<file path="config.mk">
export PLATFORM = sky130hd
export DESIGN_NAME = pcbs_iou
export DESIGN_NICKNAME = d
export VERILOG_FILES = /design/src/hw/rtl/pcbs_pkg.sv /design/src/hw/rtl/pcbs_iou.sv
export SDC_FILE = /design/constraint.sdc
export NUM_CORES = 2
export LEC_CHECK = 0
export ABC_CLOCK_PERIOD_IN_PS = 9600
export CAP_MARGIN = 20
export CORE_UTILIZATION = 60
export CTS_CLUSTER_DIAMETER = 150
export DETAILED_ROUTE_END_ITERATION = 10
export DONT_BUFFER_PORTS = 1
export PLACE_DENSITY_LB_ADDON = 0.05
export SYNTH_ARGS = -nofsm -noshare
export SYNTH_HDL_FRONTEND = slang
export SYNTH_SLANG_ARGS = --single-unit
</file>
<file path="constraint.sdc">
create_clock -name clk -period 9.6 [get_ports clk]
set_input_delay 1.92 -clock clk [delete_from_list [all_inputs] [get_ports clk]]
set_output_delay 1.92 -clock clk [all_outputs]
set_load 0.02 [all_outputs]
</file>
<file path="src/hw/rtl/pcbs_pkg.sv">
// Shared types and constants for the per-class box suppression block.
package pcbs_pkg;

	localparam int MAX_BOXES  = 64;
	localparam int IOU_STAGES = 4;
	localparam int RING_LEN   = MAX_BOXES + IOU_STAGES;
	localparam int ROT_W      = $clog2(RING_LEN);
	localparam int COUNT_W    = $clog2(MAX_BOXES + 1);
	localparam int THR_W      = 17;
	localparam logic [THR_W-1:0] THR_RESET = 17'd29491;

	typedef struct packed {
		logic [15:0] center_x;
		logic [15:0] center_y;
		logic [15:0] box_width;
		logic [15:0] box_height;
		logic [15:0] score;
		logic [7:0]  class_index;
		logic        last_in_set;
	} in_t;

	typedef struct packed {
		logic [15:0] kept_x;
		logic [15:0] kept_y;
		logic [15:0] kept_width;
		logic [15:0] kept_height;
		logic [15:0] kept_score;
		logic [7:0]  kept_class;
		logic        final_result;
		logic        overflowed;
	} out_t;

	// one stored detection as it travels along the chain
	typedef struct packed {
		logic        valid;
		logic [15:0] x;
		logic [15:0] y;
		logic [15:0] w;
		logic [15:0] h;
		logic [15:0] score;
		logic [7:0]  cls;
	} entry_t;

	typedef enum logic [1:0] {
		ST_LOAD  = 2'b01,
		ST_SWEEP = 2'b10
	} state_t;

endpackage

</file>
<file path="src/hw/rtl/pcbs_iou.sv">
// Pipelined IoU test of each passing entry against the current kept box.
module pcbs_iou (
	input  logic                        clk,
	input  logic                        arst_n,
	input  logic                        adv,
	input  logic [pcbs_pkg::THR_W-1:0]  thr,
	input  pcbs_pkg::entry_t            ref_e,
	input  pcbs_pkg::entry_t            e_in,
	output pcbs_pkg::entry_t            e_out
);
	import pcbs_pkg::*;

	logic signed [18:0] ax1, ax2, ay1, ay2, bx1, bx2, by1, by2;
	logic signed [18:0] lox, hix, loy, hiy, dx, dy;
	logic [16:0] iw, ih;
	logic [51:0] lhs, rhs;
	logic        sup;

	entry_t      e_s1, e_s2, e_s3, e_s4;
	logic        match_s1, match_s2, match_s3, match_s4;
	logic [16:0] iw_s1, ih_s1;
	logic [15:0] aw_s1, ah_s1, bw_s1, bh_s1;
	logic [33:0] inter_s2, inter_s3, inter_s4;
	logic [31:0] areaa_s2, areab_s2;
	logic [34:0] uni_s3;
	logic [34:0] plo_s4;
	logic [33:0] phi_s4;
	logic        uzero_s4;

	// edges at twice scale
	always_comb begin
		ax1 = $signed({2'b00, ref_e.x, 1'b0}) - $signed({3'b000, ref_e.w});
		ax2 = $signed({2'b00, ref_e.x, 1'b0}) + $signed({3'b000, ref_e.w});
		ay1 = $signed({2'b00, ref_e.y, 1'b0}) - $signed({3'b000, ref_e.h});
		ay2 = $signed({2'b00, ref_e.y, 1'b0}) + $signed({3'b000, ref_e.h});
		bx1 = $signed({2'b00, e_in.x, 1'b0}) - $signed({3'b000, e_in.w});
		bx2 = $signed({2'b00, e_in.x, 1'b0}) + $signed({3'b000, e_in.w});
		by1 = $signed({2'b00, e_in.y, 1'b0}) - $signed({3'b000, e_in.h});
		by2 = $signed({2'b00, e_in.y, 1'b0}) + $signed({3'b000, e_in.h});
		lox = (ax1 > bx1) ? ax1 : bx1;
		hix = (ax2 < bx2) ? ax2 : bx2;
		loy = (ay1 > by1) ? ay1 : by1;
		hiy = (ay2 < by2) ? ay2 : by2;
		dx  = hix - lox;
		dy  = hiy - loy;
		iw  = (hix > lox) ? dx[16:0] : 17'd0;
		ih  = (hiy > loy) ? dy[16:0] : 17'd0;
	end

	always_comb begin
		lhs   = {2'b00, inter_s4, 16'd0};
		rhs   = {phi_s4, 18'd0} + 52'(plo_s4);
		sup   = match_s4 && !uzero_s4 && (lhs > rhs);
		e_out = e_s4;
		e_out.valid = e_s4.valid && !sup;
	end

	always_ff @(posedge clk or negedge arst_n) begin
		if (!arst_n) begin
			e_s1 <= '0;
			e_s2 <= '0;
			e_s3 <= '0;
			e_s4 <= '0;
			match_s1 <= 1'b0;
			match_s2 <= 1'b0;
			match_s3 <= 1'b0;
			match_s4 <= 1'b0;
		end else if (adv) begin
			e_s1 <= e_in;
			e_s2 <= e_s1;
			e_s3 <= e_s2;
			e_s4 <= e_s3;
			match_s1 <= e_in.valid && (e_in.cls == ref_e.cls);
			match_s2 <= match_s1;
			match_s3 <= match_s2;
			match_s4 <= match_s3;
		end
	end

	always_ff @(posedge clk) begin
		if (adv) begin
			iw_s1    <= iw;
			ih_s1    <= ih;
			aw_s1    <= ref_e.w;
			ah_s1    <= ref_e.h;
			bw_s1    <= e_in.w;
			bh_s1    <= e_in.h;
			inter_s2 <= 34'(iw_s1) * 34'(ih_s1);
			areaa_s2 <= 32'(aw_s1) * 32'(ah_s1);
			areab_s2 <= 32'(bw_s1) * 32'(bh_s1);
			inter_s3 <= inter_s2;
			uni_s3   <= {1'b0, areaa_s2, 2'b00} + {1'b0, areab_s2, 2'b00} - {1'b0, inter_s2};
			inter_s4 <= inter_s3;
			plo_s4   <= 35'(thr) * 35'(uni_s3[17:0]);
			phi_s4   <= 34'(thr) * 34'(uni_s3[34:18]);
			uzero_s4 <= (uni_s3 == 35'd0);
		end
	end

endmodule

</file>
---- Word-level counts from Yosys, hierarchy flattened ----
Cells that the tools add are included.
cells by class
  add/sub/neg operators ................... 13
  reductions and logical operators ........ 7
  muxes and demuxes ....................... 4
  eq/ne operators ......................... 1
  multipliers ............................. 5
  $lt $le $gt $ge ......................... 7
operators with widths
  operator                                         number
  17-bit by 16-bit adder with 18-bit output        4
  17-bit by 16-bit subtractor with 18-bit output   4
  17-bit by 17-bit multiplier with 34-bit output   2
  16-bit by 16-bit multiplier with 32-bit output   2
  52-bit by 35-bit adder with 52-bit output        1
  50-bit by 52-bit > comparator with 1-bit output  1
  19-bit > comparator                              2
  19-bit 2-to-1 mux                                2
  18-bit > comparator                              2
  18-bit less-than comparator                      2
  18-bit 2-to-1 mux                                2
  34-bit by 34-bit adder with 35-bit output        1
  35-bit zero test                                 1
  17-bit by 18-bit multiplier with 35-bit output   1
  35-bit by 34-bit subtractor with 35-bit output   1
  17-bit subtractor                                2
  8-bit equality test                              1
  1-bit logical AND                                4
  1-bit zero test                                  2
word-level totals
  output and inout port bits .............. 89
  bits of input ports ..................... 198
  logic and storage cells ................. 84
  flip-flop bits (word level) ............. 729

---- Depth between registers and ports, before layout ----
  depth in word-level cells ............... 5
  depth in mapped cells ................... 35
  depth with buffers taken out ............ 35

---- Least setup slack after synthesis ----
Ideal clock, no wire load.
  kind .................................... input to register
  start point ............................. input ref_e[25] (netlist name)
  end point ............................... register ih_s1[12] (data pin)
  data required time ...................... 9344 ps
  stages on the path ...................... 32
  setup time .............................. 256 ps
  buffers on the path ..................... 3
  arrival ................................. 8854 ps
  setup slack ............................. 490 ps
  path through ............................ ha_1 inv_1 fa_1 o21bai_1 a21oi_1 o21bai_1 a2111oi_0 o31ai_1 a21o_1 a2111oi_0 o31ai_1 xor2_1 inv_1 ha_1 o21a_1 o211ai_1 and2_1 a31oi_1 buf_1 buf_1 mux2i_1 ha_1 or2_2 o31ai_1 a21oi_1 a211oi_1 o31ai_1 o41ai_1 nor3_1 a2111oi_2 buf_6 nor3_2
between the ends
  longest elaborated chain between the ends .. 4
  elaborated cells on any way between the ends .. 8
  those cells by class .................... add/sub (3); order compare (3); mux (2)
RTL lines
  what                                                                                                         RTL line                        RTL
  start: declaration                                                                                           pcbs_iou.sv:7                   input pcbs_pkg::entry_t ref_e,
  17-bit by 16-bit adder with 18-bit output or 17-bit by 16-bit subtractor with 18-bit output (tied branches)  pcbs_iou.sv:35, pcbs_iou.sv:34
  18-bit less-than comparator or 18-bit > comparator (tied branches)                                           pcbs_iou.sv:43, pcbs_iou.sv:42
  18-bit 2-to-1 mux or 19-bit 2-to-1 mux (tied branches)                                                       pcbs_iou.sv:43, pcbs_iou.sv:42
  17-bit subtractor or 19-bit > comparator (tied branches)                                                     pcbs_iou.sv:45, pcbs_iou.sv:47
  end signal: assignment                                                                                       pcbs_iou.sv:83                  ih_s1 <= ih;
  end: declaration                                                                                             pcbs_iou.sv:21                  logic [16:0] iw_s1, ih_s1;
Parallel ways exist; a longest one is shown, timed or not.
A chain may end at the register's enable or synchronous reset.

---- Worst setup path after layout ----
  start point ............................. input ref_e[25] (netlist name)
  end point ............................... register ih_s1[5] (data pin)
Same word-level chain as after synthesis.

==> run_results.csv <==
group,metric,value,unit
global_routing,grt_overflow,0,
critical_path,worstSetupStartpointType,"primary input",
die,die_h,377,um
die,dieArea,142000,sq um
cts,cts_resized,0,
detailed_routing,drc_errors,0,
logic_synthesis,yosysTopAreaCellShare,0.265,
critical_path,arrival,9100,ps
critical_path,r2r_end,"areaa_s2[31]",
logic_synthesis,synth.most_common_cell,"inv_1",
logic_synthesis,synth_seq_cells,728,
critical_path,crit_path_end_kind,"flop",
final_layout,syn2layout_area_growth,4.21,%
critical_path,crit_type,"in -> reg",
cts,clock_sinks,728,
critical_path,path_max_fanout,17,
critical_path,cp_slowest_stage_delay,660,ps
hold_path,hold-path-cell-count,0,
die,rows,137,
global_routing,grt.total_usage,0.300,
critical_path,rr_worst_depth,23,
logic_synthesis,synthesis.area,84500,sq um
die,num_io_pins,287,
die,core-area,140000,sq um
detailed_routing,routedWlPerCell,20.3,um
detailed_routing,antenna_left,0,
hold_path,whs_endpoint,"inter_s4[25]",
global_routing,antenna_found_initial,7,
cts,cts_tree,"done",
detailed_routing,first_pass_iters,6,
hold_path,hp-start,"inter_s3[25]",
outcome,violations,"slew limit",
detailed_routing,vias_per_cell,5.61,
final_layout,nets,10383,
cts,clock_latency,720,ps
sta,slew_headroom,-0.505,
sta,setup_tns,0,ps
sta,worst_pin_slew,2260,ps
sta,finalHoldViolCount,0,
placement,dp_cells,10018,
critical_path,crit_required,9990,ps
placement,gp_congestion,0.914,
sta,max_freq,115,MHz
logic_synthesis,synth_ff_type,"edfxtp_1",
sta,fin_crit_sh,0.907,
logic_synthesis,synth_fp_nets,10644,
detailed_routing,drtIter0Drc,3400,
final_layout,fillCellCount,11628,
sta,skew,74.2,ps
logic_synthesis,yosysWarnings,0,
final_layout,fin_cells,10165,
placement,dp_hpwl,162000,um
logic_synthesis,synth.distinct_cells,91,
cts,path_clk_slew,60,ps
die,start_util,0.605,
critical_path,critPathSlowestCell,"a2111oi_0",
logic_synthesis,synth-edff-count,368,
cts,cts_setup_buffers,0,
logic_synthesis,yosysTopAreaCell,"fa_1",
global_routing,grt_max_degree,730,
job,maxCapViolations,0,
hold_path,hp-class,"reg -> reg",
detailed_routing,vias,57010,
detailed_routing,routed_wl,207000,um
logic_synthesis,yosys-top-cells-count,"inv_1 (1609), fa_1 (1118), nand2_1 (1011), ha_1 (843), and2_1 (502)",
critical_path,r2r_slack,1450,ps
global_routing,grt_pass1_vias,60420,
critical_path,r2r-start,"ah_s1[1]",
final_layout,multiInputGateArea,56600,sq um
logic_synthesis,ys_seq_area_frac,0.237,
logic_synthesis,async_reset_ff_frac,0.495,
logic_synthesis,synth_area_leaders,"fa_1 (26%), edfxtp_1 (13%), ha_1 (12%)",
sta,setup_viol,0,
cts,cts_buffers,79,
global_routing,grt_pass1_wl,331000,um
final_layout,regArea,20100,sq um
die,fp.dieW,377,um
cts,cts_hold_buf,0,
sta,period_minus_slack,8710,ps
outcome,status,"finished, violations left",
logic_synthesis,syn_area_per_cell,9.96,sq um
sta,slew_viol_final,267,
sta,rsz0062_at_grt,"false",
final_layout,drive_gt1_frac,0.0722,
cts,clockBufferDepth,3,
cts,cts_max_level,3,
placement,io_buffers,0,
cts,root_buffer,"clkbuf_16",
logic_synthesis,synthCells,8485,
per-layer routing:
| layer | global-route usage | routed length, um |
|---|---|---|
| met5 | 0 | 0 |
| met1 | 0.372 | 82500 |
| met3 | 0.0523 | 12900 |
| met4 | 0.119 | 8810 |
| met2 | 0.521 | 102000 |
area by class of cell:
type,instances,area share
Multi-Input combinational cell,5743,0.642
Timing Repair Buffer,63,0.00563
Sequential cell,728,0.228
Clock buffer,106,0.0245
Clock inverter,38,0.00470
Tap cell,1876,0.0266
Inverter,1609,0.0686
Antenna cell,2,0.0000568
layout by cell type, fill, tap and decap left out, drive strengths merged, types with 66 or more instances in the layout:
master / count
a21o: 120
and2: 503
edfxtp: 368
dfrtp: 360
mux2: 368
ha: 843
o21ai: 131
a21oi: 303
fa: 1118
clkbuf: 106
inv: 1615
nor3: 115
xnor2: 253
nand2: 1012
nor2: 201
xor2: 87
nand3: 66
cells by family (layout without fill, tap and decap cells):
| family | count (synthesis) | count (layout) | share of synthesized area |
|---|---|---|---|
| DFF | 728 | 728 | 0.237 |
| adders and majority gates | 1963 | 1963 | 0.390 |
| muxes | 412 | 412 | 0.0544 |
| other | 0 | 2 | 0 |
| and+or+nand+nor | 2154 | 2154 | 0.122 |
| AOI/OAI and AO/OA | 874 | 874 | 0.0669 |
| buffers and inverters | 2014 | 1816 | 0.0938 |
| xor gates and xnor gates | 340 | 340 | 0.0353 |
worst max path at each step:
stage               startpoint        end  slack, ps  cells after the start
detailed placement   ref_e[25]   ih_s1[5]        390                     33
global route         ref_e[40]   iw_s1[1]        370                     30
global placement     ref_e[25]  ih_s1[16]        370                     35
finish               ref_e[25]   ih_s1[5]        890                     33
CTS                  ref_e[25]   ih_s1[5]       1010                     33
floorplan            ref_e[25]  ih_s1[12]        490                     32
stage by stage:
stage | instance area, sq um | worst slack, ps | util | hold slack (ps)
finish | 88100 | 891 | 0.631 | 365
global route | 88100 | 368 | 0.631 | 369
CTS | 88100 | 1010 | 0.630 | 366
detailed placement | 85500 | 394 | 0.612 | 405
global placement | 85500 | 368 | 0.612 | 401
floorplan | 84500 | 490 | - | 400
flip-flops by register name (all words and copies together) (netlist names), 17 cells and up:
signal,cells
areaa_s2,32
inter_s3,34
e_s3,89
ih_s1,17
e_s2,89
e_s1,89
inter_s2,34
iw_s1,17
e_out,88
phi_s4,34
uni_s3,34
plo_s4,35
inter_s4,34
areab_s2,32
worst max-delay path: cells and delay by family:
kind                     cells  cell delay (ps)
XOR/XNOR                     1              210
AO/OA/AOI/OAI               18             4390
buffers and inverters        5              760
multiplexers                 1              320
AND/OR/NAND/NOR              4              510
adder cells (fa/ha/maj)      4              980
Power is left out: the tool's default activity adds up to more than one toggle a clock period on the data nets, which glitch-free logic cannot reach.
