### src/hw/rtl/pcbs_pkg.sv
// Shared types and constants for the per-class box suppression block.
package pcbs_pkg;

	localparam int MAX_BOXES  = 64;
	localparam int IOU_STAGES = 4;
	localparam int RING_LEN   = MAX_BOXES + IOU_STAGES;
	localparam int ROT_W      = $clog2(RING_LEN);
	localparam int COUNT_W    = $clog2(MAX_BOXES + 1);
	localparam int THR_W      = 17;
	localparam logic [THR_W-1:0] THR_RESET = 17'd29491;

	typedef struct packed {
		logic [15:0] center_x;
		logic [15:0] center_y;
		logic [15:0] box_width;
		logic [15:0] box_height;
		logic [15:0] score;
		logic [7:0]  class_index;
		logic        last_in_set;
	} in_t;

	typedef struct packed {
		logic [15:0] kept_x;
		logic [15:0] kept_y;
		logic [15:0] kept_width;
		logic [15:0] kept_height;
		logic [15:0] kept_score;
		logic [7:0]  kept_class;
		logic        final_result;
		logic        overflowed;
	} out_t;

	// one stored detection as it travels along the chain
	typedef struct packed {
		logic        valid;
		logic [15:0] x;
		logic [15:0] y;
		logic [15:0] w;
		logic [15:0] h;
		logic [15:0] score;
		logic [7:0]  cls;
	} entry_t;

	typedef enum logic [1:0] {
		ST_LOAD  = 2'b01,
		ST_SWEEP = 2'b10
	} state_t;

endpackage

### src/hw/rtl/pcbs_cell.sv
// One chain cell: sorted insertion while loading, shift toward the head while sweeping.
module pcbs_cell (
	input  logic            clk,
	input  logic            arst_n,
	input  logic            load_en,
	input  logic            rot_en,
	input  pcbs_pkg::entry_t new_e,
	input  pcbs_pkg::entry_t prev_e,
	input  pcbs_pkg::entry_t next_e,
	input  logic            prev_keeps,
	output pcbs_pkg::entry_t cur,
	output logic            keeps
);
	import pcbs_pkg::*;

	// equal scores stay ahead of a newcomer
	assign keeps = cur.valid && (cur.score >= new_e.score);

	always_ff @(posedge clk or negedge arst_n) begin
		if (!arst_n) begin
			cur <= '0;
		end else if (rot_en) begin
			cur <= next_e;
		end else if (load_en && !keeps) begin
			cur <= prev_keeps ? new_e : prev_e;
		end
	end

endmodule

### config.mk
export PLATFORM = sky130hd
export DESIGN_NAME = pcbs_cell
export DESIGN_NICKNAME = d
export VERILOG_FILES = /design/src/hw/rtl/pcbs_pkg.sv /design/src/hw/rtl/pcbs_cell.sv
export SDC_FILE = /design/constraint.sdc
export NUM_CORES = 1
export LEC_CHECK = 0
export BUFFER_PORTS_ARGS = -buffer_cell sky130_fd_sc_hd__buf_2
export CORE_AREA = 3 3 139 141
export CTS_BUF_LIST = sky130_fd_sc_hd__clkbuf_4
export DETAILED_ROUTE_END_ITERATION = 8
export DIE_AREA = 0 0 142 144
export SKIP_CTS_REPAIR_TIMING = 1
export SYNTH_ARGS = -nofsm -noshare
export SYNTH_HDL_FRONTEND = slang
export SYNTH_SLANG_ARGS = --single-unit
### constraint.sdc
create_clock -name clk -period 3.1 [get_ports clk]
set_input_delay 0.31 -clock clk [delete_from_list [all_inputs] [get_ports clk]]
set_output_delay 0.31 -clock clk [all_outputs]
set_load 0.05 [all_outputs]
Word level (Yosys, flattened, before mapping)
Cells that the tools add are included.
{ "totals": {"elab_cells": 15, "output_inout_bits": 90, "ff_bits": 89} }
{ "classes": {"n_reduce_logical": 4, "order_cmp": 1, "n_mux": 3} }
{ "ops": {"columns": ["op", "n"], "rows": [
  ["$mux 89", 3],
  ["$ge 16x16->1", 1],
  ["$logic_and 1x1->1", 2],
  ["$reduce_bool 2->1", 1],
  ["$logic_not 1->1", 1]
]} }

Longest topological paths before layout
Gate-level depths: netlist of the first run.
{ "depth": {"depth_word": 6, "depth_mapped": 11} }

Worst setup path after synthesis of the first run
OpenSTA, ideal clock, no wires.
{ "synth_timing": {"path_type": "reg-to-output", "startpoint": "register cur[13] (netlist name)", "endpoint": "output keeps", "path_buffers": 0, "arrival_ps": 2751, "stages_incl_launch_ff": 6, "setup_slack_ps": 39, "required_time_ps": 2790, "path_cell_list": "dfrtp_1 > ha_1 > nand2_1 > or3_1 > o221a_2 > o21ai_0"} }
{ "synth_via": {"elab_chain_cells": 2} }
{ "synth_lines": {"columns": ["element", "line_no", "text"], "rows": [
  ["from (decl)", "pcbs_cell.sv:11", "output pcbs_pkg::entry_t cur,"],
  ["from (signal assigned)", "pcbs_cell.sv:23", "cur <= next_e;"],
  ["from (signal assigned)", "pcbs_cell.sv:25", "cur <= prev_keeps ? new_e : prev_e;"],
  ["$ge 16x16->1", "pcbs_cell.sv:17", "assign keeps = cur.valid && (cur.score >= new_e.score);"],
  ["$logic_and 1x1->1", "pcbs_cell.sv:17", null],
  ["to (decl)", "pcbs_cell.sv:12", "output logic keeps"]
]} }
Every way passes these cells.

Worst setup path after layout of the first run
{ "layout_timing": {"startpoint": "register cur[23] (netlist name)", "endpoint": "register cur[71] (netlist name)"} }
{ "layout_via": {"elab_chain_cells": 5} }
{ "layout_lines": {"columns": ["element", "line_no", "text"], "rows": [
  ["$ge 16x16->1", "pcbs_cell.sv:17", null],
  ["$logic_and 1x1->1", "pcbs_cell.sv:17", null],
  ["$logic_not 1->1", "pcbs_cell.sv:24", "end else if (load_en && !keeps) begin"],
  ["$logic_and 1x1->1", "pcbs_cell.sv:24", null],
  ["$reduce_bool 2->1 (no source line)", null, null]
]} }
Every way passes these cells.
A chain may end at the register's enable or synchronous reset.

==> run metrics, run 1 <==
root buffer cell=clkbuf_4; status=finished, final reports clean; CTS sink count=89; worst-path cell chain=ha_1, a21oi_1, o21ai_0, a2bb2oi_1, o211ai_4, buf_12, a211oi_1, o31ai_1; slowest CP cell=a2bb2oi_1; dpl ws=0.2431 ns; Multi-input gate area=0.003055 sq mm; worst-margin pin slew=1.098 ns; FFs w/ async S/R, synth=100.0%; Worst EP arrival=3.14 ns; Final min period=2.819 ns; commonest non-fill, non-tap cells in the layout=buf_2, nand2_1, nor2_1; first-pass GRT wire length=30,600 microns; FF/Latch Area=0.002227 sq mm; Hold/Removal Path Class=input pin to async pin; GPL Wtd Cong=0.8666; DR DRC count=0; FF-to-FF End=cur[71]; number of global-route vias before repair=5,834; Syn-to-layout area delta=38.36%; Crit Path Class=flop to flop; most common cell after layout, fill and taps aside=buf_2; Fin Setup TNS=0 ns; Most flops, register=cur; Worst R2R Start=cur[23]; DIE AREA=0.02045 sq mm; Worst R2R Path Depth=8; setup ws final=0.2811 ns; Die Wd=142 microns; Congestion Overflow GR=0; Syn Nets=943; unrepaired setup endpoints after global routing=no; Max clock buf depth=2; Initial Utilization=31.03%; Tcrit/Tclk final=90.93%; CTS tree=built; clk_skew=0.03114 ns; Max Fanout on Critical Path=36; CTS H-tree lvls=3; Total GRT Usage=18.80%; Yosys reg bits=89; Final setup violation count=0; Slew headroom=26.81%; max-slew violations=0; Die Ht=144 microns; Final Hold Viols=0; share of layout cells above drive strength 1=41.73%; antenna-violating nets left=0; initial antenna violation count=4; top cell family by delay on the critical path=compound AO/OA/AOI/OAI gates; post-synthesis sequential area ratio=39.68%; peak supply drop=0.1617 mV; number of distinct library cells after synthesis=30; Pre-antenna DRT Iters=4; DR iter-0 viols=234; clock slew at reported path FFs=0.16 ns; syn avg cell area=8.569 sq um; via density per instance=4.931; LEAKAGE=3.800 nW; fill count=1,863; Achievable Freq=0.3548 GHz; CP Capture Type=flop; I/O Buffers=361; WL/cell=16.62 microns; via count=6,006; drt total wl=20,250 microns; worst skew pair latency=0.45 ns; Rows=49; Mapped Cells=655; R2R setup slack=0.28 ns; HPWL after DPL=15,310 microns; max reg flops=89; Largest stage delay, worst path=0.46 ns; Syn. warnings=0; Regs by FF count=cur (89); PwrDens=459.3 mW/mm^2; Primary FF master, synth=dfrtp_1; largest net degree at the start of global routing=90; Critical Path RT=3.42 ns; NumNets Final=1,268; clock buffer count from CTS=9; Cell Area, Synth=0.005613 sq mm; number of synthesized flops with an enable pin=0; Startpoint Class=flop; Core Region=0.01809 sq mm; worst path bufs/invs=1; max_cap viols=0; IO Count=362
cell type report:
type / count / share of cell area [%]
Antenna cell: 4 / 0.1289
Clock buffer: 12 / 1.160
Clock inverter: 4 / 0.6928
Inverter: 18 / 0.8700
Multi-Input combinational cell: 490 / 39.34
Sequential cell: 89 / 28.68
Tap cell: 229 / 3.689
Timing Repair Buffer: 372 / 25.44
worst max path at each step:
stage,from,slack [ns],end,cells after the start
3_5_place_dp,new_e[23],0.24,cur[71],10
4_1_cts,cur[23],0.26,cur[71],8
3_3_place_gp,new_e[23],0.27,cur[71],10
2_1_floorplan,cur[13],0.04,keeps,5
5_1_grt,cur[23],0.07,cur[71],8
6_report,cur[23],0.28,cur[71],8
stage by stage:
step	cell area, sq um	std cells	power [mW]	hold WS (ns)	util (%)
finish	7766	1218	3.567	0.03178	42.94
global route	7764	1217	3.787	0.007102	42.93
CTS	7756	1214	3.628	-0.01057	42.88
detailed placement	7612	1198	2.898	0.5196	42.09
global placement	7612	1198	2.893	0.5168	42.09
floorplan	5613	655	2.396	0.01441	-
cells in the mapped netlist, types with 2 or more instances:
master | count | area, sq um
nor2_1 | 90 | 337.8
buf_2 | 13 | 65.06
inv_1 | 18 | 67.56
clkbuf_1 | 39 | 146.4
o21ai_0 | 3 | 15.01
nor2b_1 | 87 | 544.3
dfrtp_1 | 89 | 2227
a21oi_1 | 8 | 40.04
mux2i_1 | 2 | 20.02
a211oi_1 | 87 | 653.1
o31ai_2 | 19 | 237.7
nand2_1 | 95 | 356.6
ha_1 | 16 | 200.2
buf_6 | 6 | 67.56
o31ai_1 | 68 | 510.5
kinds of logic (layout without fill, tap and decap cells):
family                   after synthesis  count (layout)  synth area share, %
AND/OR/NAND/NOR                      277             277                22.60
buffers and inverters                 76             406                6.175
flip-flops                            89              89                39.68
other                                  0               4                    0
multiplexers                           2               2               0.3567
AO/OA/AOI/OAI                        195             195                27.62
adder cells (fa/ha/maj)               16              16                3.567
where the power goes:
part	switching [mW]	internal, mW	leakage (nW)
Combinational	1.01	0.468	2.66
Sequential	0.0879	1.30	1.06
Clock	0.430	0.275	0.0738
Total	1.53	2.04	3.80
routing by layer:
metal	part of all wire, %	up-vias	track usage (%)	wire, microns
met5	0.044	-	0	9
met4	2.8	2	8.182	576
met3	6.4	37	4.101	1295
met2	49	221	31.08	9892
met1	42	2778	23.75	8474
li1	-	2968	-	-
(Power assumes the default switching activity.)
==> run 2, diff against run 1 <==
--- a/config.mk
+++ b/config.mk
@@ -5,6 +5,7 @@
 export SDC_FILE = /design/constraint.sdc
 export NUM_CORES = 1
 export LEC_CHECK = 0
+export ABC_AREA = 1
 export BUFFER_PORTS_ARGS = -buffer_cell sky130_fd_sc_hd__buf_2
 export CORE_AREA = 3 3 139 141
 export CTS_BUF_LIST = sky130_fd_sc_hd__clkbuf_4
==> run 2 against run 1 <==
Net effect:
- sequential share of layout area is 0.31 points lower
- largest cell class unchanged
- highest routed layer unchanged
- sequential cell count unchanged
- clock skew is 0.010 ns lower
==> run metrics, run 2 <==
Max Fanout on Critical Path=3 (-92%); Die Ht=144 microns (unchanged); most common cell after layout, fill and taps aside=buf_2; clk_skew=0.02066 ns (-0.01047 ns); Synth area leaders=dfrtp_1, nand2_1, mux2i_1; Multi-input gate area=0.003137 sq mm (+2.7%); NumNets Final=1,385 (+9.2%); Core Region=0.01809 sq mm (unchanged); synth cell count leaders=nand2_1, o21ai_0, dfrtp_1, nand3_1, mux2i_1; unrepaired setup endpoints after global routing=no; Worst EP arrival=2.14 ns (-1.00 ns); Slew headroom=31.46% (+4.7 points); WL/cell=15.03 microns (-9.6%); FF/Latch Area=0.002227 sq mm (unchanged); Final Util=43.41% (+0.47 points); DR iter-0 viols=287 (+23%); initial antenna violation count=4 (unchanged); commonest non-fill, non-tap cells in the layout=buf_2, nand2_1, o21ai_0; clock slew at reported path FFs=0.15 ns (about the same); Top cell by count, worst path=nand2_1; Congestion Overflow GR=0 (unchanged); HPWL after DPL=14,870 microns (-2.9%); Cell Area, Synth=0.005727 sq mm (+2.0%); CTS H-tree lvls=3 (unchanged); worst path bufs/invs=2 (+1); Crit Path Class=flop to primary output; LEAKAGE=4.581 nW (+21%); Syn. warnings=0 (unchanged); CTS sink count=89 (unchanged); top cell family by delay on the critical path=simple AND/OR/NAND/NOR gates; Tcrit/Tclk final=79.17% (-12 points); worst-path cell chain=ha_1, nand2_1, nor2_1, nor2_1, nand2_1, nand2_1, nand2_1, nand2_1, nand2_1, nand2_2, inv_1, buf_2; PwrDens=472.9 mW/mm^2 (+2.9%); first-pass GRT wire length=30,150 microns (-1.5%); dpl ws=0.8141 ns (+0.5710 ns); largest net degree at the start of global routing=90 (unchanged); DIE AREA=0.02045 sq mm (unchanged); worst-margin pin slew=1.028 ns (-0.06976 ns); Hold/Removal Path Class=input pin to flop; via count=6,213 (+3.4%); IO Count=362 (unchanged); Fin Setup TNS=0 ns (unchanged); Critical Path RT=2.79 ns (-0.63 ns); most frequent cell after synthesis=nand2_1; post-synthesis sequential area ratio=38.89% (-0.79 points); Tot Pwr=3.713 mW (+4.1%); Largest stage delay, worst path=0.45 ns (about the same); Mapped Cells=771 (+18%); via density per instance=4.664 (-5.4%); Total GRT Usage=18.45% (-0.35 points); Pre-antenna DRT Iters=4 (unchanged); Most flops, register=cur; setup ws final=0.6456 ns (+0.3645 ns); Initial Utilization=31.66% (+0.63 points); Non-Filler Instances=1,332 (+9.4%); clock buffer count from CTS=9 (unchanged); peak supply drop=0.1993 mV (+23%); Final min period=2.454 ns (-0.3645 ns); Primary FF master, synth=dfrtp_1; FFs w/ async S/R, synth=100.0% (unchanged); max reg flops=89 (unchanged); dpl cells=1,314 (+9.7%); antenna-violating nets left=0 (unchanged); Startpoint Class=flop; CTS tree=built; max_cap viols=0 (unchanged); drt total wl=20,020 microns (-1.1%); max-slew violations=0 (unchanged); Final setup violation count=0 (unchanged); Syn Nets=1,059 (+12%); slowest CP cell=dfrtp_1; GPL Wtd Cong=0.8118 (-6.3%); largest area contributor in the netlist=dfrtp_1; Rows=49 (unchanged); status=finished, final reports clean; number of synthesized flops with an enable pin=0 (unchanged); syn avg cell area=7.428 sq um (-13%); I/O Buffers=361 (unchanged); DR DRC count=0 (unchanged); Achievable Freq=0.4074 GHz (+15%); worst skew pair latency=0.44 ns (about the same); number of global-route vias before repair=5,763 (-1.2%); Yosys reg bits=89 (unchanged); Yosys top cell area share=38.89% (-0.79 points); fill count=1,902 (+2.1%); Syn-to-layout area delta=37.10%; CP Capture Type=primary output; Regs by FF count=cur (89); Die Wd=142 microns (unchanged); Final Hold Viols=0 (unchanged); root buffer cell=clkbuf_4; number of distinct library cells after synthesis=21 (-30%); Max clock buf depth=2 (unchanged); share of layout cells above drive strength 1=35.57% (-6.2 points)
[run 2: changes by cell type in the layout (fill, tap and decap cells not counted), moves of 3 or more]
cell	delta
o21ai_0	+95
nand3_1	+89
a211oi_1	-87
o31ai_2	-19
buf_12	-3
diode_2	-3
mux2i_1	+72
inv_1	+3
nor2_1	-86
o21ai_1	+8
nor2b_1	-87
nand2_1	+204
buf_4	+5
o31ai_1	-68
[run 2: cell families (layout without fill, tap and decap cells)]
| logic type | Yosys count | in the layout | share of synthesized area, % |
|---|---|---|---|
| flip-flops | 89 | 89 | 38.89 |
| other | 0 | 1 | 0 |
| AND/OR/NAND/NOR | 397 | 397 | 28.25 |
| adder cells (fa/ha/maj) | 16 | 16 | 3.496 |
| AO/OA/AOI/OAI | 114 | 114 | 10.01 |
| multiplexers | 74 | 74 | 12.93 |
| buffers and inverters | 81 | 412 | 6.424 |
[run 2: worst reg2reg max path, cell delays in order, from the launching register on]
cell	delay, ns
dfrtp_1	0.45
ha_1	0.31
nand2_1	0.09
nor2_1	0.05
nor2_1	0.07
nand2_1	0.09
nand2_1	0.07
nand2_1	0.05
nand2_1	0.05
nand2_1	0.06
nand2_2	0.08
nand2_4	0.07
nand2_4	0.23
buf_4	0.34
nand2_1	0.10
nand2_1	0.06
[run 2: final cells by class]
cell class                 count  area share [%]
antenna                        1         0.03187
clock buffer                  11           1.052
clock inverter                 5           1.020
inverter                      22           1.068
multi-input combinational    601           39.95
sequential                    89           28.37
tap                          229           3.649
timing repair buffer         374           24.86
[run 2: power by group]
| part | total (mW) | switching [mW] | internal, mW |
|---|---|---|---|
| Sequential | 1.41 | 0.0963 | 1.32 |
| Combinational | 1.55 | 1.10 | 0.450 |
| Clock | 0.754 | 0.409 | 0.345 |
[run 2: worst paths after layout]
kind	startpoint	endpoint	slack (ns)	cells past startpoint
setup / recovery	cur[10]	keeps	0.65	12
hold / removal	next_e[60]	cur[60]	0.16	5
setup reg to reg	cur[10]	cur[56]	0.88	15
hold reg to reg	cur[26]	cur[26]	0.52	2
max in group asynchronous	arst_n	cur[46]	1.90	3
min in group asynchronous	arst_n	cur[77]	0.43	2
[run 2: through the flow]
stage                     hold slack [ns]  cell area, sq um
final                              0.1591              7851
after global routing               0.1323              7851
after CTS                         -0.1210              7839
after detailed placement           0.4215              7676
after global placement             0.4136              7676
after floorplan                   0.01441              5727
[run 2: layer usage]
layer | part of all wire [%] | global-route usage, % | up-vias
met5 | 0.17 | 0 | -
met4 | 1.4 | 5.303 | 6
met3 | 7.1 | 4.464 | 21
met2 | 51 | 32.65 | 234
met1 | 41 | 22.35 | 2748
li1 | - | - | 3204
